<file path="config.mk">
export PLATFORM = sky130hd
export DESIGN_NAME = sprite_frame_sequencer_top_flat
export DESIGN_NICKNAME = d
export VERILOG_FILES = /design/src/sv/sfs_pkg.sv /design/src/sv/sfs_ifs.sv /design/src/sv/sfs_regs.sv /design/src/sv/sfs_div.sv /design/src/sv/sfs_seq.sv /design/src/sv/sprite_frame_sequencer_top.sv /design/src/flat_wrapper.sv
export SDC_FILE = /design/constraint.sdc
export NUM_CORES = 1
export LEC_CHECK = 0
export ABC_AREA = 1
export BUFFER_PORTS_ARGS = -buffer_cell sky130_fd_sc_hd__buf_4
export CORE_UTILIZATION = 35
export CTS_CLUSTER_SIZE = 10
export DETAILED_ROUTE_END_ITERATION = 10
export PLACE_DENSITY = 0.56
export SETUP_SLACK_MARGIN = 0.2
export SYNTH_ARGS = -nofsm -noshare
export SYNTH_HDL_FRONTEND = slang
export SYNTH_SLANG_ARGS = --single-unit
</file>
<file path="constraint.sdc">
create_clock -name clk -period 11.1 [get_ports clk]
set_clock_uncertainty 0.15 [all_clocks]
set_input_delay 1.11 -clock clk [delete_from_list [all_inputs] [get_ports clk]]
set_output_delay 1.11 -clock clk [all_outputs]
set_load 0.1 [all_outputs]
</file>
<file path="src/sv/sfs_pkg.sv">
`timescale 1ns / 1ps
// Package for the sprite frame sequencer: widths, register map, play mode bits,
// sequencer states and the structs passed between the block's modules.
// No dependencies.
package sfs_pkg;

	localparam int FRAME_W = 10;
	localparam int CNT_W = 9;
	localparam int OFS_W = 20;
	localparam int DIM_W = 13;
	localparam int LIFE_W = 32;
	localparam int MODE_W = 2;
	localparam int APB_DW = 32;
	localparam int APB_AW = 5;
	localparam int PROD_W = CNT_W + DIM_W;

	localparam int FRAME_INTERVAL_RESET = 100000;
	localparam logic [CNT_W-1:0] FRAME_COUNT_RESET = CNT_W'(1);
	localparam logic [CNT_W-1:0] FRAMES_PER_ROW_RESET = CNT_W'(1);
	localparam logic [DIM_W-1:0] FRAME_DIM_RESET = DIM_W'(1);

	localparam int MODE_REPEAT_BIT = 0;
	localparam int MODE_PINGPONG_BIT = 1;

	// Serial divider operand widths.
	localparam int DIV_DW = FRAME_W;
	localparam int DIV_VW = CNT_W;
	localparam int DIV_CNT_W = $clog2(DIV_DW + 1);

	typedef enum logic [2:0] {
		REG_FRAME_INTERVAL,
		REG_START_DELAY,
		REG_LIFESPAN,
		REG_FRAME_COUNT,
		REG_FRAMES_PER_ROW,
		REG_PLAY_MODE,
		REG_FRAME_WIDTH,
		REG_FRAME_HEIGHT
	} sfs_reg_e;

	typedef enum logic [3:0] {
		ST_IDLE,
		ST_EVAL,
		ST_CHECK,
		ST_MOD_GO,
		ST_MOD_WAIT,
		ST_LAND,
		ST_ROW_GO,
		ST_ROW_WAIT,
		ST_MUL_LEFT,
		ST_MUL_TOP,
		ST_FINISH
	} sfs_state_e;

	typedef struct packed {
		logic [LIFE_W-1:0] lifespan;
		logic [CNT_W-1:0]  frame_count;
		logic [CNT_W-1:0]  frames_per_row;
		logic [MODE_W-1:0] play_mode;
		logic [DIM_W-1:0]  frame_width;
		logic [DIM_W-1:0]  frame_height;
	} sfs_cfg_t;

	typedef struct packed {
		logic              start;
		logic [DIV_DW-1:0] dividend;
		logic [DIV_VW-1:0] divisor;
	} sfs_div_req_t;

	typedef struct packed {
		logic              done;
		logic [DIV_DW-1:0] quot;
		logic [DIV_VW-1:0] rem;
	} sfs_div_rsp_t;

	typedef struct packed {
		logic signed [FRAME_W-1:0] frame_index;
		logic [OFS_W-1:0]          sheet_left;
		logic [OFS_W-1:0]          sheet_top;
		logic                      visible;
		logic                      expired;
		logic                      frame_advanced;
	} sfs_result_t;

endpackage

</file>
<file path="src/sv/sfs_ifs.sv">
`timescale 1ns / 1ps
// Valid/ready channel interfaces of the sprite frame sequencer: the tick input
// and the result output. Depends on sfs_pkg.
interface sfs_tick_if #(
	parameter int TIME_BITS = 24
);
	logic                 valid;
	logic                 ready;
	logic [TIME_BITS-1:0] tick_time;

	modport source(output valid, output tick_time, input ready);
	modport sink(input valid, input tick_time, output ready);
endinterface

interface sfs_res_if;
	logic                                valid;
	logic                                ready;
	logic signed [sfs_pkg::FRAME_W-1:0] frame_index;
	logic [sfs_pkg::OFS_W-1:0]          sheet_left;
	logic [sfs_pkg::OFS_W-1:0]          sheet_top;
	logic                                visible;
	logic                                expired;
	logic                                frame_advanced;

	modport source(output valid, output frame_index, output sheet_left, output sheet_top,
		output visible, output expired, output frame_advanced, input ready);
	modport sink(input valid, input frame_index, input sheet_left, input sheet_top,
		input visible, input expired, input frame_advanced, output ready);
endinterface

</file>
<file path="src/sv/sfs_regs.sv">
`timescale 1ns / 1ps
// APB-style configuration registers of the sprite frame sequencer.
// Depends on sfs_pkg.
module sfs_regs #(
	parameter int TIME_BITS = 24
) (
	input  logic                         clk,
	input  logic                         arst_n,
	input  logic                         psel,
	input  logic                         penable,
	input  logic                         pwrite,
	input  logic [sfs_pkg::APB_AW-1:0]  paddr,
	input  logic [sfs_pkg::APB_DW-1:0]  pwdata,
	output logic [sfs_pkg::APB_DW-1:0]  prdata,
	output logic                         pready,
	output logic [TIME_BITS-1:0]         frame_interval,
	output sfs_pkg::sfs_cfg_t            cfg,
	output logic                         delay_load,
	output logic [TIME_BITS-1:0]         delay_value
);

	logic [TIME_BITS-1:0] interval_q;
	logic [TIME_BITS-1:0] start_delay_q;
	sfs_pkg::sfs_cfg_t    cfg_q;
	sfs_pkg::sfs_reg_e    idx;
	logic                 wr_en;

	assign pready = 1'b1;
	assign wr_en = psel && penable && pwrite;
	assign idx = sfs_pkg::sfs_reg_e'(paddr[sfs_pkg::APB_AW-1:2]);

	always_ff @(posedge clk or negedge arst_n) begin
		if (!arst_n) begin
			interval_q <= TIME_BITS'(sfs_pkg::FRAME_INTERVAL_RESET);
			start_delay_q <= '0;
			cfg_q.lifespan <= '0;
			cfg_q.frame_count <= sfs_pkg::FRAME_COUNT_RESET;
			cfg_q.frames_per_row <= sfs_pkg::FRAMES_PER_ROW_RESET;
			cfg_q.play_mode <= '0;
			cfg_q.frame_width <= sfs_pkg::FRAME_DIM_RESET;
			cfg_q.frame_height <= sfs_pkg::FRAME_DIM_RESET;
		end else if (wr_en) begin
			unique case (idx)
				sfs_pkg::REG_FRAME_INTERVAL: interval_q <= pwdata[TIME_BITS-1:0];
				sfs_pkg::REG_START_DELAY:    start_delay_q <= pwdata[TIME_BITS-1:0];
				sfs_pkg::REG_LIFESPAN:       cfg_q.lifespan <= pwdata[sfs_pkg::LIFE_W-1:0];
				sfs_pkg::REG_FRAME_COUNT:    cfg_q.frame_count <= pwdata[sfs_pkg::CNT_W-1:0];
				sfs_pkg::REG_FRAMES_PER_ROW: cfg_q.frames_per_row <= pwdata[sfs_pkg::CNT_W-1:0];
				sfs_pkg::REG_PLAY_MODE:      cfg_q.play_mode <= pwdata[sfs_pkg::MODE_W-1:0];
				sfs_pkg::REG_FRAME_WIDTH:    cfg_q.frame_width <= pwdata[sfs_pkg::DIM_W-1:0];
				sfs_pkg::REG_FRAME_HEIGHT:   cfg_q.frame_height <= pwdata[sfs_pkg::DIM_W-1:0];
				default: ;
			endcase
		end
	end

	always_comb begin
		unique case (idx)
			sfs_pkg::REG_FRAME_INTERVAL: prdata = sfs_pkg::APB_DW'(interval_q);
			sfs_pkg::REG_START_DELAY:    prdata = sfs_pkg::APB_DW'(start_delay_q);
			sfs_pkg::REG_LIFESPAN:       prdata = sfs_pkg::APB_DW'(cfg_q.lifespan);
			sfs_pkg::REG_FRAME_COUNT:    prdata = sfs_pkg::APB_DW'(cfg_q.frame_count);
			sfs_pkg::REG_FRAMES_PER_ROW: prdata = sfs_pkg::APB_DW'(cfg_q.frames_per_row);
			sfs_pkg::REG_PLAY_MODE:      prdata = sfs_pkg::APB_DW'(cfg_q.play_mode);
			sfs_pkg::REG_FRAME_WIDTH:    prdata = sfs_pkg::APB_DW'(cfg_q.frame_width);
			sfs_pkg::REG_FRAME_HEIGHT:   prdata = sfs_pkg::APB_DW'(cfg_q.frame_height);
			default:                     prdata = '0;
		endcase
	end

	// A start delay write also restarts the delay countdown.
	assign delay_load = wr_en && (idx == sfs_pkg::REG_START_DELAY);
	assign delay_value = pwdata[TIME_BITS-1:0];
	assign frame_interval = interval_q;
	assign cfg = cfg_q;

endmodule

</file>
<file path="src/sv/sfs_div.sv">
`timescale 1ns / 1ps
// Shared serial restoring divider: one quotient bit per cycle.
// Depends on sfs_pkg.
module sfs_div (
	input  logic                  clk,
	input  logic                  arst_n,
	input  sfs_pkg::sfs_div_req_t req,
	output sfs_pkg::sfs_div_rsp_t rsp
);

	logic [sfs_pkg::DIV_CNT_W-1:0] cnt_q;
	logic                          done_q;
	logic [sfs_pkg::DIV_DW-1:0]    quo_q;
	logic [sfs_pkg::DIV_VW-1:0]    rem_q;
	logic [sfs_pkg::DIV_VW-1:0]    dvs_q;
	logic [sfs_pkg::DIV_VW:0]      trial;
	logic                          fits;
	logic [sfs_pkg::DIV_VW:0]      diff;

	// The partial remainder stays below the divisor, so the trial fits one extra bit.
	assign trial = {rem_q, quo_q[sfs_pkg::DIV_DW-1]};
	assign fits = trial >= {1'b0, dvs_q};
	assign diff = trial - {1'b0, dvs_q};

	always_ff @(posedge clk or negedge arst_n) begin
		if (!arst_n) begin
			cnt_q <= '0;
			done_q <= 1'b0;
		end else begin
			done_q <= (cnt_q == sfs_pkg::DIV_CNT_W'(1));
			if (req.start) begin
				cnt_q <= sfs_pkg::DIV_CNT_W'(sfs_pkg::DIV_DW);
			end else if (cnt_q != '0) begin
				cnt_q <= cnt_q - sfs_pkg::DIV_CNT_W'(1);
			end
		end
	end

	always_ff @(posedge clk) begin
		if (req.start) begin
			quo_q <= req.dividend;
			rem_q <= '0;
			dvs_q <= req.divisor;
		end else if (cnt_q != '0) begin
			quo_q <= {quo_q[sfs_pkg::DIV_DW-2:0], fits};
			rem_q <= fits ? diff[sfs_pkg::DIV_VW-1:0] : trial[sfs_pkg::DIV_VW-1:0];
		end
	end

	assign rsp.done = done_q;
	assign rsp.quot = quo_q;
	assign rsp.rem = rem_q;

endmodule

</file>
<file path="src/sv/sfs_seq.sv">
`timescale 1ns / 1ps
// Sequencer of the sprite frame sequencer: animation state, tick evaluation,
// frame stepping and sheet offsets, using the shared divider. Depends on sfs_pkg.
module sfs_seq #(
	parameter int TIME_BITS = 24,
	parameter int MAX_FRAMES = 256
) (
	input  logic                   clk,
	input  logic                   arst_n,
	input  logic [TIME_BITS-1:0]   frame_interval,
	input  sfs_pkg::sfs_cfg_t      cfg,
	input  logic                   delay_load,
	input  logic [TIME_BITS-1:0]   delay_value,
	input  logic                   in_valid,
	output logic                   in_ready,
	input  logic [TIME_BITS-1:0]   tick_time,
	output logic                   out_valid,
	input  logic                   out_ready,
	output sfs_pkg::sfs_result_t   out_data,
	output sfs_pkg::sfs_div_req_t  div_req,
	input  sfs_pkg::sfs_div_rsp_t  div_rsp
);

	localparam int ACC_W = TIME_BITS + 1;
	localparam int LIM_W = ($clog2(MAX_FRAMES + 1) > sfs_pkg::CNT_W) ?
		$clog2(MAX_FRAMES + 1) : sfs_pkg::CNT_W;
	localparam int FW = sfs_pkg::FRAME_W;
	localparam int CW = sfs_pkg::CNT_W;

	sfs_pkg::sfs_state_e state_q, state_d;

	logic signed [FW-1:0]    cur_q;
	logic                    back_q;
	logic [ACC_W-1:0]        acc_q;
	logic [sfs_pkg::LIFE_W-1:0] alive_q;
	logic [TIME_BITS-1:0]    dly_q;
	logic [sfs_pkg::OFS_W-1:0] left_q, top_q;
	logic                    out_valid_q;
	sfs_pkg::sfs_result_t    out_q;

	logic [TIME_BITS-1:0]    tick_q;
	logic                    wexp_q;
	logic                    adv_q;
	logic signed [FW:0]      sum_q;
	logic [FW-1:0]           nxt_q;
	logic [CW-1:0]           col_q, row_q;

	logic [CW-1:0]           n_eff, fpr_eff;
	logic                    rep, pp;
	logic signed [FW:0]      n_s, cur_x, nxt_x, step_sum, sum_neg;
	logic                    life_over, seq_done, exp_now;
	logic [ACC_W:0]          acc_sum;
	logic [ACC_W-1:0]        acc_sat;
	logic [sfs_pkg::LIFE_W:0] alive_sum;
	logic [sfs_pkg::LIFE_W-1:0] alive_sat;
	logic                    step_ok;
	logic [FW-1:0]           sum_abs, mod_frame;
	logic                    land_flip, land_in_range;
	logic [sfs_pkg::PROD_W-1:0] mul_a, mul_b, prod;
	logic                    out_load;
	sfs_pkg::sfs_result_t    result_d;

	// Effective counts: zero is taken as one, the frame count is capped.
	always_comb begin
		if (cfg.frame_count == '0) begin
			n_eff = CW'(1);
		end else if (LIM_W'(cfg.frame_count) > LIM_W'(MAX_FRAMES)) begin
			n_eff = CW'(MAX_FRAMES);
		end else begin
			n_eff = cfg.frame_count;
		end
		fpr_eff = (cfg.frames_per_row == '0) ? CW'(1) : cfg.frames_per_row;
	end

	assign rep = cfg.play_mode[sfs_pkg::MODE_REPEAT_BIT];
	assign pp = cfg.play_mode[sfs_pkg::MODE_PINGPONG_BIT];
	assign n_s = {2'b00, n_eff};
	assign cur_x = {cur_q[FW-1], cur_q};
	assign nxt_x = {nxt_q[FW-1], nxt_q};

	// Expiry of the present state: lifespan overrun or a finished one-shot run.
	assign life_over = (cfg.lifespan != '0) && (alive_q > cfg.lifespan);
	assign seq_done = !rep && (pp ? cur_q[FW-1] : (cur_x >= n_s));
	assign exp_now = life_over || seq_done;

	assign acc_sum = {1'b0, acc_q} + (ACC_W + 1)'(tick_q);
	assign acc_sat = acc_sum[ACC_W] ? '1 : acc_sum[ACC_W-1:0];
	assign alive_sum = {1'b0, alive_q} + (sfs_pkg::LIFE_W + 1)'(tick_q);
	assign alive_sat = alive_sum[sfs_pkg::LIFE_W] ? '1 : alive_sum[sfs_pkg::LIFE_W-1:0];

	assign step_ok = !wexp_q && (acc_q >= ACC_W'(frame_interval));
	assign step_sum = cur_x + (back_q ? {(FW + 1){1'b1}} : (FW + 1)'(1));

	// Repeating modes wrap the stepped frame into 0..n-1, also from below zero.
	assign sum_neg = -sum_q;
	assign sum_abs = sum_q[FW] ? sum_neg[FW-1:0] : sum_q[FW-1:0];
	always_comb begin
		if (!sum_q[FW]) begin
			mod_frame = FW'(div_rsp.rem);
		end else if (div_rsp.rem == '0) begin
			mod_frame = '0;
		end else begin
			mod_frame = FW'(n_eff - div_rsp.rem);
		end
	end

	assign land_flip = pp && ((nxt_x >= n_s - (FW + 1)'(1)) ||
		(rep && (nxt_x <= (FW + 1)'(0))));
	assign land_in_range = !nxt_q[FW-1] && (nxt_x < n_s);

	// One multiplier serves both sheet offsets in consecutive cycles.
	assign mul_a = (state_q == sfs_pkg::ST_MUL_LEFT) ?
		sfs_pkg::PROD_W'(col_q) : sfs_pkg::PROD_W'(row_q);
	assign mul_b = (state_q == sfs_pkg::ST_MUL_LEFT) ?
		sfs_pkg::PROD_W'(cfg.frame_width) : sfs_pkg::PROD_W'(cfg.frame_height);
	assign prod = mul_a * mul_b;

	always_comb begin
		result_d.frame_index = cur_q;
		result_d.sheet_left = left_q;
		result_d.sheet_top = top_q;
		result_d.visible = (dly_q == '0);
		result_d.expired = exp_now;
		result_d.frame_advanced = adv_q;
	end

	always_ff @(posedge clk or negedge arst_n) begin
		if (!arst_n) begin
			state_q <= sfs_pkg::ST_IDLE;
		end else begin
			state_q <= state_d;
		end
	end

	always_comb begin
		state_d = state_q;
		in_ready = 1'b0;
		out_load = 1'b0;
		div_req.start = 1'b0;
		div_req.dividend = sum_abs;
		div_req.divisor = n_eff;
		unique case (state_q)
			sfs_pkg::ST_IDLE: begin
				in_ready = 1'b1;
				if (in_valid) state_d = sfs_pkg::ST_EVAL;
			end
			sfs_pkg::ST_EVAL: begin
				state_d = (dly_q != '0) ? sfs_pkg::ST_FINISH : sfs_pkg::ST_CHECK;
			end
			sfs_pkg::ST_CHECK: begin
				if (!step_ok) begin
					state_d = sfs_pkg::ST_FINISH;
				end else if (rep) begin
					state_d = sfs_pkg::ST_MOD_GO;
				end else begin
					state_d = sfs_pkg::ST_LAND;
				end
			end
			sfs_pkg::ST_MOD_GO: begin
				div_req.start = 1'b1;
				state_d = sfs_pkg::ST_MOD_WAIT;
			end
			sfs_pkg::ST_MOD_WAIT: begin
				if (div_rsp.done) state_d = sfs_pkg::ST_LAND;
			end
			sfs_pkg::ST_LAND: begin
				state_d = land_in_range ? sfs_pkg::ST_ROW_GO : sfs_pkg::ST_FINISH;
			end
			sfs_pkg::ST_ROW_GO: begin
				div_req.start = 1'b1;
				div_req.dividend = cur_q;
				div_req.divisor = fpr_eff;
				state_d = sfs_pkg::ST_ROW_WAIT;
			end
			sfs_pkg::ST_ROW_WAIT: begin
				if (div_rsp.done) state_d = sfs_pkg::ST_MUL_LEFT;
			end
			sfs_pkg::ST_MUL_LEFT: state_d = sfs_pkg::ST_MUL_TOP;
			sfs_pkg::ST_MUL_TOP:  state_d = sfs_pkg::ST_FINISH;
			sfs_pkg::ST_FINISH: begin
				if (!out_valid_q || out_ready) begin
					out_load = 1'b1;
					state_d = sfs_pkg::ST_IDLE;
				end
			end
			default: state_d = sfs_pkg::ST_IDLE;
		endcase
	end

	always_ff @(posedge clk or negedge arst_n) begin
		if (!arst_n) begin
			cur_q <= '0;
			back_q <= 1'b0;
			acc_q <= '0;
			alive_q <= '0;
			dly_q <= '0;
			left_q <= '0;
			top_q <= '0;
			out_valid_q <= 1'b0;
		end else begin
			if (delay_load) begin
				dly_q <= delay_value;
			end else if (state_q == sfs_pkg::ST_EVAL && dly_q != '0) begin
				dly_q <= (tick_q >= dly_q) ? '0 : dly_q - tick_q;
			end
			if (state_q == sfs_pkg::ST_EVAL && dly_q == '0) begin
				acc_q <= acc_sat;
				alive_q <= alive_sat;
			end
			if (state_q == sfs_pkg::ST_CHECK && step_ok) begin
				acc_q <= acc_q - ACC_W'(frame_interval);
			end
			if (state_q == sfs_pkg::ST_LAND) begin
				cur_q <= nxt_q;
				if (land_flip) back_q <= !back_q;
			end
			if (state_q == sfs_pkg::ST_MUL_LEFT) left_q <= prod[sfs_pkg::OFS_W-1:0];
			if (state_q == sfs_pkg::ST_MUL_TOP) top_q <= prod[sfs_pkg::OFS_W-1:0];
			if (out_load) begin
				out_valid_q <= 1'b1;
			end else if (out_ready) begin
				out_valid_q <= 1'b0;
			end
		end
	end

	always_ff @(posedge clk) begin
		if (in_valid && in_ready) tick_q <= tick_time;
		if (state_q == sfs_pkg::ST_EVAL) begin
			wexp_q <= exp_now;
			adv_q <= 1'b0;
		end
		if (state_q == sfs_pkg::ST_CHECK) begin
			adv_q <= step_ok;
			sum_q <= step_sum;
			nxt_q <= step_sum[FW-1:0];
		end
		if (state_q == sfs_pkg::ST_MOD_WAIT && div_rsp.done) nxt_q <= mod_frame;
		if (state_q == sfs_pkg::ST_ROW_WAIT && div_rsp.done) begin
			col_q <= div_rsp.rem;
			row_q <= div_rsp.quot[CW-1:0];
		end
		if (out_load) out_q <= result_d;
	end

	assign out_valid = out_valid_q;
	assign out_data = out_q;

endmodule

</file>
<file path="src/sv/sprite_frame_sequencer_top.sv">
`timescale 1ns / 1ps
// Top level of the sprite frame sequencer: register port, sequencer, shared divider.
// Depends on sfs_pkg, sfs_ifs, sfs_regs, sfs_div and sfs_seq.
//
// Usage: each item on the tick channel carries the time elapsed since the previous
// tick. For every tick the block returns exactly one item on the res channel with
// the current frame index, the frame's pixel offset in the sprite sheet, and the
// visible, expired and frame_advanced flags. Both channels are valid/ready.
// The block handles one tick at a time. A tick inside the start delay passes through
// the EVAL and FINISH states, a running tick that steps no frame through EVAL, CHECK
// and FINISH. A step runs the serial divider once for the wrap of a repeating mode and,
// if the new frame lies inside the animation, once to split it into column and row,
// then the left and top multiplier states, before FINISH. The next tick is taken
// once the result has been loaded into the output register.
// tick.ready is high only while the block is idle.
// The result sits in an output register; if the receiver stalls, the block still
// takes the next tick and holds that tick's result until the register frees.
// Reset (arst_n low) restores all registers to their reset values, the frame to 0
// stepping forward, and clears the time accumulators. Configuration is written over
// the APB port while no tick is in flight; writing start_delay restarts the delay.
module sprite_frame_sequencer_top #(
	parameter int TIME_BITS = 24,
	parameter int MAX_FRAMES = 256
) (
	input  logic                        clk,
	input  logic                        arst_n,
	sfs_tick_if.sink                    tick,
	sfs_res_if.source                   res,
	input  logic                        psel,
	input  logic                        penable,
	input  logic                        pwrite,
	input  logic [sfs_pkg::APB_AW-1:0] paddr,
	input  logic [sfs_pkg::APB_DW-1:0] pwdata,
	output logic [sfs_pkg::APB_DW-1:0] prdata,
	output logic                        pready
);

	logic [TIME_BITS-1:0]  frame_interval;
	sfs_pkg::sfs_cfg_t     cfg;
	logic                  delay_load;
	logic [TIME_BITS-1:0]  delay_value;
	sfs_pkg::sfs_div_req_t div_req;
	sfs_pkg::sfs_div_rsp_t div_rsp;
	sfs_pkg::sfs_result_t  out_data;
	logic                  out_valid;
	logic                  in_ready;

	sfs_regs #(
		.TIME_BITS(TIME_BITS)
	) u_regs (
		.clk(clk),
		.arst_n(arst_n),
		.psel(psel),
		.penable(penable),
		.pwrite(pwrite),
		.paddr(paddr),
		.pwdata(pwdata),
		.prdata(prdata),
		.pready(pready),
		.frame_interval(frame_interval),
		.cfg(cfg),
		.delay_load(delay_load),
		.delay_value(delay_value)
	);

	sfs_div u_div (
		.clk(clk),
		.arst_n(arst_n),
		.req(div_req),
		.rsp(div_rsp)
	);

	sfs_seq #(
		.TIME_BITS(TIME_BITS),
		.MAX_FRAMES(MAX_FRAMES)
	) u_seq (
		.clk(clk),
		.arst_n(arst_n),
		.frame_interval(frame_interval),
		.cfg(cfg),
		.delay_load(delay_load),
		.delay_value(delay_value),
		.in_valid(tick.valid),
		.in_ready(in_ready),
		.tick_time(tick.tick_time),
		.out_valid(out_valid),
		.out_ready(res.ready),
		.out_data(out_data),
		.div_req(div_req),
		.div_rsp(div_rsp)
	);

	assign tick.ready = in_ready;
	assign res.valid = out_valid;
	assign res.frame_index = out_data.frame_index;
	assign res.sheet_left = out_data.sheet_left;
	assign res.sheet_top = out_data.sheet_top;
	assign res.visible = out_data.visible;
	assign res.expired = out_data.expired;
	assign res.frame_advanced = out_data.frame_advanced;

`ifndef SYNTH
	// After taking a tick the block is busy at least for the next cycle.
	a_busy_after_accept: assert property (@(posedge clk) disable iff (!arst_n)
		tick.valid && tick.ready |=> !tick.ready)
		else $error("tick accepted on two consecutive cycles");

	// A frame step only happens once the start delay has run out.
	a_step_is_visible: assert property (@(posedge clk) disable iff (!arst_n)
		res.valid && res.frame_advanced |-> res.visible)
		else $error("frame stepped while still hidden");

	// Repeating forward play always lands on a frame inside the animation.
	a_repeat_in_range: assert property (@(posedge clk) disable iff (!arst_n)
		res.valid && res.frame_advanced && cfg.play_mode[sfs_pkg::MODE_REPEAT_BIT] &&
		!cfg.play_mode[sfs_pkg::MODE_PINGPONG_BIT] && (cfg.frame_count != '0) &&
		(int'(cfg.frame_count) <= MAX_FRAMES)
		|-> !res.frame_index[sfs_pkg::FRAME_W-1] &&
		(res.frame_index[sfs_pkg::CNT_W-1:0] < cfg.frame_count))
		else $error("repeating frame index out of range");
`endif

endmodule

</file>
<file path="src/flat_wrapper.sv">
// flat-port wrapper written by rule: the top's interface ports become plain ports
module sprite_frame_sequencer_top_flat 
#(
	parameter int TIME_BITS = 24,
	parameter int MAX_FRAMES = 256
)
  (clk, arst_n, psel, penable, pwrite, paddr, pwdata, prdata, pready, tick_valid, tick_tick_time, tick_ready, res_valid, res_frame_index, res_sheet_left, res_sheet_top, res_visible, res_expired, res_frame_advanced, res_ready);
  sfs_tick_if #(.TIME_BITS(TIME_BITS)) tick_i ();
  sfs_res_if res_i ();
  input  logic clk;
  input  logic arst_n;
  input  logic psel;
  input  logic penable;
  input  logic pwrite;
  input  logic [sfs_pkg::APB_AW-1:0] paddr;
  input  logic [sfs_pkg::APB_DW-1:0] pwdata;
  output logic [sfs_pkg::APB_DW-1:0] prdata;
  output logic pready;
  input wire logic [$bits(tick_i.valid)-1:0] tick_valid;
  input wire logic [$bits(tick_i.tick_time)-1:0] tick_tick_time;
  output wire logic [$bits(tick_i.ready)-1:0] tick_ready;
  output wire logic [$bits(res_i.valid)-1:0] res_valid;
  output wire logic [$bits(res_i.frame_index)-1:0] res_frame_index;
  output wire logic [$bits(res_i.sheet_left)-1:0] res_sheet_left;
  output wire logic [$bits(res_i.sheet_top)-1:0] res_sheet_top;
  output wire logic [$bits(res_i.visible)-1:0] res_visible;
  output wire logic [$bits(res_i.expired)-1:0] res_expired;
  output wire logic [$bits(res_i.frame_advanced)-1:0] res_frame_advanced;
  input wire logic [$bits(res_i.ready)-1:0] res_ready;
  assign tick_i.valid = tick_valid;
  assign tick_i.tick_time = tick_tick_time;
  assign tick_ready = tick_i.ready;
  assign res_valid = res_i.valid;
  assign res_frame_index = res_i.frame_index;
  assign res_sheet_left = res_i.sheet_left;
  assign res_sheet_top = res_i.sheet_top;
  assign res_visible = res_i.visible;
  assign res_expired = res_i.expired;
  assign res_frame_advanced = res_i.frame_advanced;
  assign res_i.ready = res_ready;
  sprite_frame_sequencer_top #(.TIME_BITS(TIME_BITS), .MAX_FRAMES(MAX_FRAMES)) u_core (.clk(clk), .arst_n(arst_n), .tick(tick_i), .res(res_i), .psel(psel), .penable(penable), .pwrite(pwrite), .paddr(paddr), .pwdata(pwdata), .prdata(prdata), .pready(pready));
endmodule
</file>
==> impl_metrics.yaml <==
clock_network:
  postCtsHoldBufs: 0
  cts_setup_buffers: 0
  root_buffer: "clkbuf_16"
  cts.path.max_buffers: 3
  clkTransAtPathRegs_ns: 0.06
  cts_resized: 0
  cts_tree: "done"
  cts_made_buffers: 52
  clock_latency_ns: 0.63
  cts_max_level: 2
  clock_sinks: 414
critical_path:
  path_class: "reg -> reg"
  path_cells: "nor2_1 -> nand2_2 -> buf_4 -> o21ai_0 -> inv_1 -> nor2_1 -> fa_1 -> fa_1 -> fa_1 -> inv_1 -> fa_1 -> inv_1 -> ha_1 -> nand2_1 -> inv_1 -> a21oi_1 -> nand2_1 -> a21oi_1 -> o21ai_0 -> or2_2 -> nand3_1 -> nand2_1"
  worstPathBufferInverterCount: 5
  crit_family: "adder cells"
  crit_path_max_incr_delay_ns: 0.82
  crit_slowest_cell: "o21ai_0"
  endpoint_kind: "flip-flop"
  cp_max_fo: 76
  cp.arrival_ns: 6.72
  crit_path_start_kind: "flip-flop"
  ff2ff_setup_slack_ns: 4.73
  critical_path_required_ns: 11.45
drt:
  highest-signal-layer: "met5"
  routed_wl_mm: 96.2
  drt_iter0_markers: 1999
  drc_errors: 0
  drt-wirelength-per-cell_um: 18.0
  ant_nets: 0
  vias_per_cell: 4.97
  drt-met1-wl_mm: 44.7
  num_vias: 26500
  met2_length_mm: 41.8
  met3WireLength_mm: 5.99
  drtPass1Iterations: 5
floorplan:
  core_sq_um: 85100
  boundaryPins: 156
  initial_utilization_pct: 35.3
  die_w_um: 295
  dieArea_sq_um: 87100
  dieHeight_um: 295
  placementRows: 107
timing:
  slew_headroom_pct: 21.8
  layout_worst_path_cycle_share_pct: 57.4
  worst_slack_ns: 4.73
  setup_viol: 0
  fmax_mhz: 157
  worst_pin_slew_ns: 1.17
  rsz0062_at_grt: "no"
  fin_setup_tns_ns: 0
  hold_viol: 0
  drv_slew: 0
  finalCriticalPeriod_ns: 6.37
logic_synthesis:
  synth_ff_type: "dfrtp_1"
  synth-seq-cells: 414
  syn_avg_cell_area_sq_um: 7.53
  synth_cell_types: 61
  ys_seq_area_share_pct: 36.6
  ys_warn_count: 0
  ys_async_sr_fraction_pct: 64.7
  synthCells: 3995
  synth_edf_count: 137
  synth_area_sq_um: 30100
pwr:
  internal_power_mw: 5.24
  switchingPower_mw: 5.35
  pwr-share-comb_pct: 59.4
  total_power_mw: 10.6
  p_clk_share_pct: 15.9
  max-vdd-ir-drop_mv: 0.182
  seq_power_share_pct: 24.7
  p_per_area_nw_per_um2: 310
  p_leak_nw: 17.3
  swShare_pct: 50.5
flow_run:
  drv_cap: 0
grt:
  grt_pass1_vias: 25200
  overflow: 0
  grt_usage_pct: 22.2
  grt_pass1_wl_mm: 148
  antenna_found_initial: 7
  grt_max_degree: 88
layout:
  fin_area_sq_um: 34100
  drive_gt1_share_pct: 7.30
  fin_util_pct: 40.1
  fin_nets: 4520
  area_growth_pct: 13.5
  fillers: 8962
  seq_area_sq_um: 11000
  multiInputGateArea_sq_um: 16100
min_path:
  hp-class: "reg -> reg"
placement:
  place_area_sq_um: 32500
  place_ws_ns: 4.73
  io_buffers: 152
  gp_congestion: 0.922
  dp_hpwl_mm: 76.9
run_status:
  status: "completed"
==> logic make-up (layout without fill, tap and decap cells) <==
kind of cell,after synthesis,after routing,share of synthesized area [%]
AO/OA/AOI/OAI,600,600,11.2
XOR/XNOR,90,90,2.62
adder cells (fa/ha/maj),306,306,14.8
buffers and inverters,773,967,9.88
flip-flops,414,414,36.6
other,1,4,0.0125
AND/OR/NAND/NOR,1811,1811,24.9
==> cells in the mapped netlist, types with 14 or more instances <==
| master | count | area share, % |
|---|---|---|
| a21oi_1 | 206 | 3.4 |
| buf_2 | 17 | 0.28 |
| clkbuf_1 | 50 | 0.62 |
| dfrtp_1 | 258 | 21 |
| edfxtp_1 | 137 | 14 |
| fa_1 | 84 | 5.6 |
| ha_1 | 222 | 9.2 |
| inv_1 | 686 | 8.6 |
| nand2_1 | 1134 | 14 |
| nand3_1 | 177 | 2.9 |
| nand3b_1 | 19 | 0.47 |
| nand4_1 | 64 | 1.3 |
| nor2_1 | 328 | 4.1 |
| nor3_1 | 30 | 0.50 |
| o211ai_1 | 23 | 0.57 |
| o21ai_0 | 233 | 3.9 |
| o21ai_1 | 17 | 0.28 |
| o221ai_1 | 14 | 0.41 |
| o22ai_1 | 29 | 0.60 |
| or2_2 | 17 | 0.35 |
| xnor2_1 | 38 | 1.1 |
| xor2_1 | 52 | 1.5 |
==> cell type report <==
class                   count  share of cell area, %
inverters                 697                   7.66
clock inverters             9                  0.315
repair buffers            172                   3.80
clock buffers              89                   4.55
diodes                      2                 0.0147
well taps                1144                   4.19
flip-flops and latches    414                   32.3
multi-input cells        2809                   47.2
==> metal layers <==
metal | vias to the layer above | global-route usage, %
met5 | - | 0
met4 | 10 | 8.06
met3 | 169 | 3.77
met2 | 761 | 34.4
met1 | 12400 | 31.0
li1 | 13200 | -
==> power groups by stage <==
stage / clock (mW) / combinational, mW / sequential [mW]
final: 1.68 / 6.29 / 2.61
after global routing: 1.78 / 7.15 / 2.66
after CTS: 1.72 / 6.29 / 2.61
after detailed placement: 0 / 6.25 / 2.63
after global placement: 0 / 6.21 / 2.62
after floorplan: 0 / 4.53 / 2.65
==> cells in the final DEF, fill, tap and decap left out, types with 29 or more instances in the layout <==
cell type  Yosys  final
inv_1        686    686
xor2_1        52     52
o22ai_1       29     29
o21ai_0      233    233
nor3_1        30     29
dfrtp_1      258    258
buf_4          3    171
nor2_1       328    326
fa_1          84     84
xnor2_1       38     38
edfxtp_1     137    137
clkbuf_16      0     54
ha_1         222    222
nand3_1      177    177
a21oi_1      206    206
nand4_1       64     64
nand2_1     1134   1133
==> worst paths after layout <==
kind / from / to / cells past startpoint
worst min register to register: u_core.u_seq.left_q[4]$_DFFE_PN0P_ / u_core.u_seq.out_data[27]$_DFFE_PP_ / 0
max in group asynchronous: arst_n / u_core.u_seq.top_q[10]$_DFFE_PN0P_ / 3
worst max-delay path: u_core.u_seq.state_q[1]$_DFFE_PN0P_ / u_core.u_seq.left_q[15]$_DFFE_PN0P_ / 22
worst max register to register: u_core.u_seq.state_q[1]$_DFFE_PN0P_ / u_core.u_seq.left_q[15]$_DFFE_PN0P_ / 22
min in group asynchronous: arst_n / u_core.u_seq.alive_q[28]$_DFFE_PN0P_ / 1
worst min-delay path: u_core.u_seq.left_q[4]$_DFFE_PN0P_ / u_core.u_seq.out_data[27]$_DFFE_PP_ / 0
==> worst register-to-register path: cells and delay by family (launching register included) <==
family	cells	cell delay, ns
fa+ha+maj	5	2.36
compound gates	4	1.36
buf+inv	5	0.82
simple gates	8	1.17
flops	1	0.41
==> through the flow <==
step | hold WS [ns] | cells
6_report | 0.295 | 5336
4_1_cts | 0.296 | 5334
5_1_grt | 0.304 | 5334
2_1_floorplan | 0.250 | 3996
3_3_place_gp | 0.279 | 5236
3_5_place_dp | 0.282 | 5236
==> sequential cells by signal, summed over array words and instances (netlist names), 9 cells and up <==
register,cells
u_core.u_div.rem_q,9
u_core.u_seq.acc_q,25
u_core.u_div.dvs_q,9
u_core.u_div.quo_q,10
u_core.u_seq.left_q,20
u_core.u_seq.dly_q,24
u_core.u_seq.row_q,9
u_core.u_seq.top_q,20
u_core.u_seq.alive_q,32
u_core.u_regs.frame_interval,24
u_core.u_seq.cur_q,10
u_core.u_seq.out_data,53
u_core.u_seq.nxt_q,10
u_core.u_regs.start_delay_q,24
u_core.u_seq.sum_q,11
u_core.u_seq.col_q,9
u_core.u_seq.tick_q,24
u_core.u_regs.cfg,78
Note: power is estimated with default switching activity, not from simulation.
